==> src/assert_macros.svh <==
// Assertion macros for the water ripple grid RTL
`ifndef ASSERT_MACROS_SVH
`define ASSERT_MACROS_SVH

// Same-cycle implication, clocked on clock, off while reset is high
`define ASSERT_IMPLIES(label, ante, cons, msg) \
   label: assert property (@(posedge clock) disable iff (reset) (ante) |-> (cons)) \
      else $error(msg);

// Next-cycle implication, clocked on clock, off while reset is high
`define ASSERT_NEXT(label, ante, cons, msg) \
   label: assert property (@(posedge clock) disable iff (reset) (ante) |=> (cons)) \
      else $error(msg);

`endif

==> src/wrg_pkg.sv <==
// Shared types and constants of the water ripple grid block
package wrg_pkg;

   localparam int HEIGHT_W = 16;
   localparam int COORD_W  = 6;
   localparam int SUM_W    = 18;

   localparam int          REG_DAMPING   = 0;
   localparam logic [3:0]  DAMPING_RESET = 4'd6;

   // Pipeline depth behind the last scan read before the last write lands
   localparam int DRAIN_CYCLES = 4;

   typedef enum logic [1:0] {
      OP_SPLASH = 2'd0,
      OP_STEP   = 2'd1,
      OP_CLEAR  = 2'd2,
      OP_READ   = 2'd3
   } opcode_type;

   typedef enum logic [2:0] {
      ST_INIT,
      ST_IDLE,
      ST_SPLASH,
      ST_STEP,
      ST_DRAIN,
      ST_CLEAR,
      ST_READ,
      ST_READ_WAIT
   } state_type;

   typedef struct packed {
      logic capture;
      logic scan_vld;
      logic cell_vld;
      logic border;
      logic clr_wr;
      logic splash_wr;
      logic rd_item;
      logic flip;
      logic respond;
      logic rsp_read;
      logic rsp_step;
   } ctrl_cmd_type;

endpackage

==> src/wrg_ctrl.sv <==
// Sequencer: decodes items and drives the scan, clear and drain sweeps
module wrg_ctrl #(
   parameter int GRID_SIZE = 64
) (
   input  logic                    clock,
   input  logic                    reset,
   input  logic                    start,
   input  logic [1:0]              req_opcode,
   output logic                    busy,
   output wrg_pkg::ctrl_cmd_type   cmd,
   output logic [$clog2(GRID_SIZE*GRID_SIZE)-1:0] scan_addr,
   output logic [$clog2(GRID_SIZE*GRID_SIZE)-1:0] cell_addr
);

   localparam int CELLS = GRID_SIZE * GRID_SIZE;
   localparam int AW    = $clog2(CELLS);
   localparam int CW    = AW + 1;
   localparam int XW    = $clog2(GRID_SIZE);

   localparam logic [CW-1:0] FIRST_CELL = CW'(GRID_SIZE);
   localparam logic [CW-1:0] LAST_CELL  = CW'(CELLS - 1);
   localparam logic [CW-1:0] CELL_COUNT = CW'(CELLS);
   localparam logic [CW-1:0] LAST_SCAN  = CW'(CELLS + GRID_SIZE - 1);
   localparam logic [CW-1:0] DRAIN_LAST = CW'(wrg_pkg::DRAIN_CYCLES - 1);
   localparam logic [XW-1:0] LAST_X     = XW'(GRID_SIZE - 1);

   wrg_pkg::state_type state_ff, state_in;
   logic [CW-1:0] cnt_ff, cnt_in;
   logic [XW-1:0] cx_ff, cx_in;
   logic [XW-1:0] cy_ff, cy_in;
   logic [CW-1:0] cell_off;

   assign cell_off  = cnt_ff - FIRST_CELL;
   assign cell_addr = cell_off[AW-1:0];
   // Past the last cell the scan reads are filler; keep the address in range
   assign scan_addr = (cnt_ff < CELL_COUNT) ? cnt_ff[AW-1:0] : '0;
   assign busy      = (state_ff != wrg_pkg::ST_IDLE);

   always_ff @(posedge clock) begin
      if (reset) begin
         state_ff <= wrg_pkg::ST_INIT;
         cnt_ff   <= '0;
         cx_ff    <= '0;
         cy_ff    <= '0;
      end else begin
         state_ff <= state_in;
         cnt_ff   <= cnt_in;
         cx_ff    <= cx_in;
         cy_ff    <= cy_in;
      end
   end

   always_comb begin
      state_in = state_ff;
      cnt_in   = cnt_ff;
      cx_in    = cx_ff;
      cy_in    = cy_ff;
      cmd      = '0;
      case (state_ff)
         wrg_pkg::ST_INIT, wrg_pkg::ST_CLEAR: begin
            cmd.clr_wr = 1'b1;
            cnt_in     = cnt_ff + 1'b1;
            if (cnt_ff == LAST_CELL) begin
               cnt_in      = '0;
               state_in    = wrg_pkg::ST_IDLE;
               cmd.respond = (state_ff == wrg_pkg::ST_CLEAR);
            end
         end
         wrg_pkg::ST_IDLE: begin
            if (start) begin
               cmd.capture = 1'b1;
               cnt_in      = '0;
               cx_in       = '0;
               cy_in       = '0;
               case (wrg_pkg::opcode_type'(req_opcode))
                  wrg_pkg::OP_SPLASH: state_in = wrg_pkg::ST_SPLASH;
                  wrg_pkg::OP_STEP:   state_in = wrg_pkg::ST_STEP;
                  wrg_pkg::OP_CLEAR:  state_in = wrg_pkg::ST_CLEAR;
                  wrg_pkg::OP_READ:   state_in = wrg_pkg::ST_READ;
                  default:            state_in = wrg_pkg::ST_IDLE;
               endcase
            end
         end
         wrg_pkg::ST_SPLASH: begin
            cmd.splash_wr = 1'b1;
            cmd.respond   = 1'b1;
            state_in      = wrg_pkg::ST_IDLE;
         end
         wrg_pkg::ST_READ: begin
            cmd.rd_item = 1'b1;
            state_in    = wrg_pkg::ST_READ_WAIT;
         end
         wrg_pkg::ST_READ_WAIT: begin
            cmd.respond  = 1'b1;
            cmd.rsp_read = 1'b1;
            state_in     = wrg_pkg::ST_IDLE;
         end
         wrg_pkg::ST_STEP: begin
            cmd.scan_vld = 1'b1;
            // Center cell trails the scan read by one row
            cmd.cell_vld = (cnt_ff >= FIRST_CELL);
            cmd.border   = cmd.cell_vld && ((cx_ff == '0) || (cx_ff == LAST_X) ||
                                            (cy_ff == '0) || (cy_ff == LAST_X));
            if (cmd.cell_vld) begin
               if (cx_ff == LAST_X) begin
                  cx_in = '0;
                  cy_in = cy_ff + 1'b1;
               end else begin
                  cx_in = cx_ff + 1'b1;
               end
            end
            cnt_in = cnt_ff + 1'b1;
            if (cnt_ff == LAST_SCAN) begin
               cnt_in   = '0;
               state_in = wrg_pkg::ST_DRAIN;
            end
         end
         wrg_pkg::ST_DRAIN: begin
            cnt_in = cnt_ff + 1'b1;
            if (cnt_ff == DRAIN_LAST) begin
               cmd.flip     = 1'b1;
               cmd.respond  = 1'b1;
               cmd.rsp_step = 1'b1;
               cnt_in       = '0;
               state_in     = wrg_pkg::ST_IDLE;
            end
         end
         default: begin
            state_in = wrg_pkg::ST_IDLE;
         end
      endcase
   end

endmodule

==> config.mk <==
export PLATFORM = sky130hd
export DESIGN_NAME = wrg_ctrl
export DESIGN_NICKNAME = d
export VERILOG_FILES = /design/src/assert_macros.svh /design/src/wrg_pkg.sv /design/src/wrg_ctrl.sv
export SDC_FILE = /design/constraint.sdc
export NUM_CORES = 1
export LEC_CHECK = 0
export BUFFER_PORTS_ARGS = -buffer_cell sky130_fd_sc_hd__buf_2
export CAP_MARGIN = 25
export CORE_MARGIN = 5
export CORE_UTILIZATION = 40
export CTS_CLUSTER_DIAMETER = 30
export CTS_CLUSTER_SIZE = 24
export DETAILED_ROUTE_END_ITERATION = 16
export GPL_ROUTABILITY_DRIVEN = 0
export HOLD_SLACK_MARGIN = 0.06
export PLACE_DENSITY = 0.61
export SYNTH_ARGS = -nofsm -noshare
export SYNTH_HDL_FRONTEND = slang
export SYNTH_SLANG_ARGS = --single-unit
==> constraint.sdc <==
create_clock -name clock -period 3.1 [get_ports clock]
set_input_delay 0.155 -clock clock [delete_from_list [all_inputs] [get_ports clock]]
set_output_delay 0.155 -clock clock [all_outputs]
set_load 0.05 [all_outputs]
Yosys cells after proc, flatten, opt, wreduce, memory -nomap -nowiden
Cells that the tools add are included.

word-level totals
  register bits = 28
  bits in latches = 0
  memory bits (writable) = 0
  bits in read-only memories = 0
  input bits = 5
  output and inout bits = 36
  logic and storage cells = 80
  memories kept = 0

operators by class
  add/sub/neg operators = 4
  multipliers = 0
  div/mod/pow operators = 0
  $lt $le $gt $ge = 2
  equal/unequal tests = 22
  shifts and indexed selects = 0
  muxes and demuxes = 32
  bitwise logic cells = 0
  reduce and logical (&&, ||, !) cells = 16

operators with widths
  kind                   count
  $mux 13                4
  $pmux 13 s4            1
  $mux 6                 5
  $pmux 6 s2             2
  $pmux 3 s6             1
  $mux 3                 5
  $add 13x1->13 const B  1
  $eq 13x12->1 const B   1
  $eq 13x13->1 const B   1
  $eq 13x2->1 const B    1
  $ge 13x7->1 const B    1
  $lt 13x13->1 const B   1
  $add 6x1->6 const B    2
  $eq 3x3->1 const B     4
  $eq 6x6->1 const B     2
  $logic_not 6->1        2
  $mux 12                1
  $ne 2x2->1 const B     6
  $pmux 3 s4             1
  $sub 12x7->12 const B  1
  $mux 1                 10
  $reduce_and 4->1       2
  $eq 3x2->1 const B     2
  $eq 2x2->1 const B     2
  other kinds (14)       17

Depth between registers and ports, before layout
  word-level depth = 6
  gate-level depth with buffers = 8
  gate-level depth less buffers = 7

Worst setup path before layout
OpenSTA, ideal clock, no wires.

  kind = register to output
  start point = reg cnt_ff[2]
  end point = out cmd[3] (netlist name)
  data arrival time = 2515 ps
  required time = 2945 ps
  slack = 430 ps
  stages on the path, launching flop included = 6
  path buffers = 2
  cell sequence = dfxtp_1 -> buf_6 -> or4_1 -> or4_4 -> nor2_1 -> buf_4

RTL lines
  item                    line            text
  from (decl)             wrg_ctrl.sv:28  logic [CW-1:0] cnt_ff, cnt_in;
  from (signal assigned)  wrg_ctrl.sv:47  cnt_ff <= cnt_in;
  to (decl)               wrg_ctrl.sv:10  output wrg_pkg::ctrl_cmd_type cmd,

==> results by stage <==
Synth:
- By count the netlist is led by sky130_fd_sc_hd__dfxtp_1, sky130_fd_sc_hd__nor2_1, sky130_fd_sc_hd__nand2_1.
- For this run, the register share of the synthesized area comes to 0.284.
- In this run, distinct cell masters in the synthesized netlist total 47.
- The number of nets handed over by synthesis was 260.
- The share of flip-flops with an asynchronous set or reset is 0.
- The netlist area before placement is 1970 sq um.
- The count of warnings emitted by yosys is 0.
- After technology mapping, the gate count stands at 243.
- In this run, synthesis produced a sequential element count of 28.
- The most common flop cell mapped by yosys is sky130_fd_sc_hd__dfxtp_1.
- Yosys instantiated no cell more often than sky130_fd_sc_hd__dfxtp_1.
- Of the post-synthesis cell area, the dominant cell type holds 0.284.
- The biggest area contributor in the post-synthesis netlist is sky130_fd_sc_hd__dfxtp_1.
- The average footprint of a synthesized cell is 8.11 sq um.
- Sorting the synthesized cells by area gives the leading types as sky130_fd_sc_hd__dfxtp_1, sky130_fd_sc_hd__ha_1, sky130_fd_sc_hd__xnor2_1.
- The count of flip-flops with a built-in enable after synthesis is 0.

Setup path:
- The endpoint class of the critical path is a primary output.
- The setup slack on the worst flop-to-flop path is 0.72 ns.
- The kind of launch point of the worst setup path is a register.
- The critical register-to-register path endpoint is cnt_ff[6].
- The endpoint arrival time on the critical path is 2.63 ns.
- The reg-to-reg critical path startpoint is state_ff[0].
- The buffer and inverter count on the worst path is 1.
- Walking the worst path, the cells encountered are or4_1 > or4_4 > or3_1 > nand3_1 > o21a_1 > buf_2.
- On the critical path, the stage with the largest delay is an instance of sky130_fd_sc_hd__or4_4.
- The cell family contributing the most delay on the critical path is simple AND/OR/NAND/NOR gates.
- The longest individual stage delay on the worst path is 0.56 ns.
- The critical path is of the reg2out type.
- Of all nets on the critical path, the largest fanout is 9.
- Data on the critical path is required at its endpoint by between 2 and 3 ns.
- The depth of the worst register-to-register path is 7.

Clocking:
- The number of buffers added to fix hold violations after cts is 0.
- The clock buffer count from CTS is 3.
- TritonCTS built the clock tree.
- The post-cts repair resize count is 0.
- The clock network latency to the later pin of the worst-skew pair is between 0.2 and 0.3 ns.
- The clock tree root buffer cell is sky130_fd_sc_hd__clkbuf_8.
- In this run the number of H-tree levels came out at 1.
- The total number of clock tree sinks is 28.
- Once the clock tree was built, the setup fixing pass inserted 0 buffers.
- The maximum clock insertion buffer count is 2.
- After clock tree synthesis, the clock-pin slew on the worst setup and hold paths is ~0.1 ns.

Min path:
- The classification of the worst-slack hold path is in2reg.
- The worst hold path endpoint is state_ff[1].
- Counting instances, the worst hold path has a depth of 2.
- The startpoint identified for the worst hold timing path is reset.

Drt:
- For this run, design rule violations remaining after detail routing come to 0.
- The average wire length per cell after detail routing is 13.6 um.
- Before antenna repair, the detailed router went through 4 iterations.
- The post-route antenna net violation count is 0.
- Detailed routing inserted a total of 1742 vias.
- The count of routing violations after the opening detailed-route iteration is 93.
- Summed over all layers, the routed wires come to 4590 um.
- In the routed layout, each cell is associated on average with a via count of 5.17.

Die:
- The die extent in x is 80.2 um.
- After floorplanning, the core was sized to cover 4750 sq um.
- For this configuration, the core starts out at a cell density of 0.414.
- The die covers 6430 sq um.
- In this run the count of I/O pins placed on the die edge is 41.
- The initialized floorplan defines 25 standard-cell rows.
- Measured along the y axis, the die boundary spans 80.2 um.

Timing:
- The part of the cycle the worst path needs is 0.899.
- Across all hold checks on the routed design, the worst slack comes to 0.237 ns.
- Headroom to the max-slew limit came out at 0.588.
- The slew at the pin closest to its max-slew limit is 0.609 ns.
- The number of failing setup endpoints in the final timing report is 0.
- Setup repair after global routing left no endpoint under its margin.
- For the finished layout, the period the worst path requires is 2.79 ns.
- The worst clock skew is 0.00155 ns.
- The count of final max-slew check failures came to 0.
- The total count of hold-check failures in the final report is 0.
- Timing would allow up to 359 MHz.
- The summed negative setup slack over all endpoints is 0 ns.

Layout:
- In the final layout, the share of cells above drive strength 1 is 0.219.
- The final net count is 288.
- The antenna diode count is 0.
- Relative to the synthesized area, the layout overhead comes to 12.8%.

Power and ir drop:
- The leakage power figure is 0.907 nW.
- IR analysis of the VDD net gives a maximum drop of 0.313 mV.
- The power density normalized to cell area is 557 nW/um^2.

Global route:
- Across every metal layer, demand over resource in global routing totals 0.150.
- The global-route wire length before repair is between 7000 and 8000 um.
- Summed over all layers, the global routing overflow is 0.
- The number of global-route vias before repair came to 1705.
- The number of antenna violations at the first check in global routing is 0.
- The pin count of the biggest net entering global routing is 18.

Status:
- The flow ran to the end, and the final reports show no timing, DRC or antenna violations.

Flow run:
- The number of maximum-capacitance constraint violations is 0.

Placed design:
- The count of input and output buffers is 40.
- Detailed placement finished with a half-perimeter wire length of 3320 um.
state kept, by name, summed over array words and instances, names as in the netlist:
signal    flops
state_ff      3
cnt_ff       13
cx_ff         6
cy_ff         6
per-stage QoR:
| step | cells | cell area, sq um | utilization | power, mW | worst slack, ns |
|---|---|---|---|---|---|
| CTS | 337 | 2220 | 0.468 | 1.25 | 0.313 |
| floorplan | 243 | 1970 | - | 0.861 | 0.430 |
| global route | 337 | 2220 | 0.468 | 1.31 | 0.226 |
| detailed placement | 333 | 2150 | 0.453 | 0.948 | 0.644 |
| finish | 337 | 2220 | 0.468 | 1.24 | 0.313 |
| global placement | 333 | 2150 | 0.453 | 0.945 | 0.677 |
worst max-delay path by stage:
stage / to / depth (start not counted) / startpoint
floorplan: cmd[3] / 5 / cnt_ff[2]
global placement: cmd[2] / 6 / cnt_ff[2]
detailed placement: cmd[2] / 6 / cnt_ff[10]
CTS: cmd[2] / 6 / cnt_ff[2]
global route: cmd[2] / 6 / cnt_ff[2]
finish: cmd[2] / 6 / cnt_ff[2]
worst reg2reg max path, stage by stage (launching register included):
cell                      delay, ns
sky130_fd_sc_hd__dfxtp_1       0.52
sky130_fd_sc_hd__nor2b_1       0.29
sky130_fd_sc_hd__nand2_1       0.17
sky130_fd_sc_hd__inv_1         0.33
sky130_fd_sc_hd__o41a_1        0.29
sky130_fd_sc_hd__a31oi_4       0.06
sky130_fd_sc_hd__a221o_2       0.51
sky130_fd_sc_hd__a21oi_1       0.15
where the power goes:
part,total [mW],internal [mW],switching [mW],leakage [nW]
combinational,0.494,0.146,0.348,0.645
clock,0.297,0.173,0.124,0.0357
sequential,0.446,0.387,0.0594,0.226
total,1.24,0.706,0.532,0.907
cell type report:
type	count	area (sq um)
sequential	28	561
inverter	12	45.0
clock inverter	1	30.0
multi-input combinational	184	1250
tap	67	83.8
timing repair buffer	42	215
fill	465	2530
clock buffer	3	41.3
logic make-up after synthesis:
logic type / count (synthesis) / synth area share
xor gates and xnor gates: 20 / 0.0889
muxes: 1 / 0.00508
and+or+nand+nor: 112 / 0.306
buffers and inverters: 31 / 0.0825
adders and majority gates: 12 / 0.0762
DFF: 28 / 0.284
AOI/OAI and AO/OA: 39 / 0.157
cells in the final DEF (no fill, tap or decap), types with 2 or more instances in the layout:
| cell type | instances |
|---|---|
| sky130_fd_sc_hd__buf_2 | 40 |
| sky130_fd_sc_hd__dfxtp_1 | 28 |
| sky130_fd_sc_hd__nor2_1 | 22 |
| sky130_fd_sc_hd__nand2_1 | 16 |
| sky130_fd_sc_hd__nor2b_1 | 13 |
| sky130_fd_sc_hd__inv_1 | 12 |
| sky130_fd_sc_hd__xnor2_1 | 12 |
| sky130_fd_sc_hd__a21oi_1 | 12 |
| sky130_fd_sc_hd__nand3_1 | 12 |
| sky130_fd_sc_hd__ha_1 | 12 |
| sky130_fd_sc_hd__nor3_1 | 10 |
| sky130_fd_sc_hd__or3_1 | 8 |
| sky130_fd_sc_hd__xor2_1 | 8 |
| sky130_fd_sc_hd__o21ai_0 | 6 |
| sky130_fd_sc_hd__nand2b_1 | 5 |
| sky130_fd_sc_hd__nand4_1 | 5 |
| sky130_fd_sc_hd__and3_1 | 4 |
| sky130_fd_sc_hd__nor4_1 | 3 |
| sky130_fd_sc_hd__a211oi_1 | 3 |
| sky130_fd_sc_hd__clkbuf_8 | 3 |
| sky130_fd_sc_hd__and2_1 | 2 |
| sky130_fd_sc_hd__or4_4 | 2 |
| sky130_fd_sc_hd__or2_2 | 2 |
| sky130_fd_sc_hd__nor4b_1 | 2 |
| sky130_fd_sc_hd__nor3b_1 | 2 |
| sky130_fd_sc_hd__o22ai_1 | 2 |
| sky130_fd_sc_hd__a221o_2 | 2 |
| sky130_fd_sc_hd__a2111oi_2 | 2 |
| sky130_fd_sc_hd__buf_4 | 2 |
metal layers:
layer  vias to the layer above  global-route usage  wire [um]
met5                         -                   0          0
met4                         0              0.0405         46
met3                         4              0.0348        213
met2                        32               0.246       2150
met1                       807               0.196       2180
li1                        899                   -          -
No activity file was read; power rests on OpenSTA's default activity.
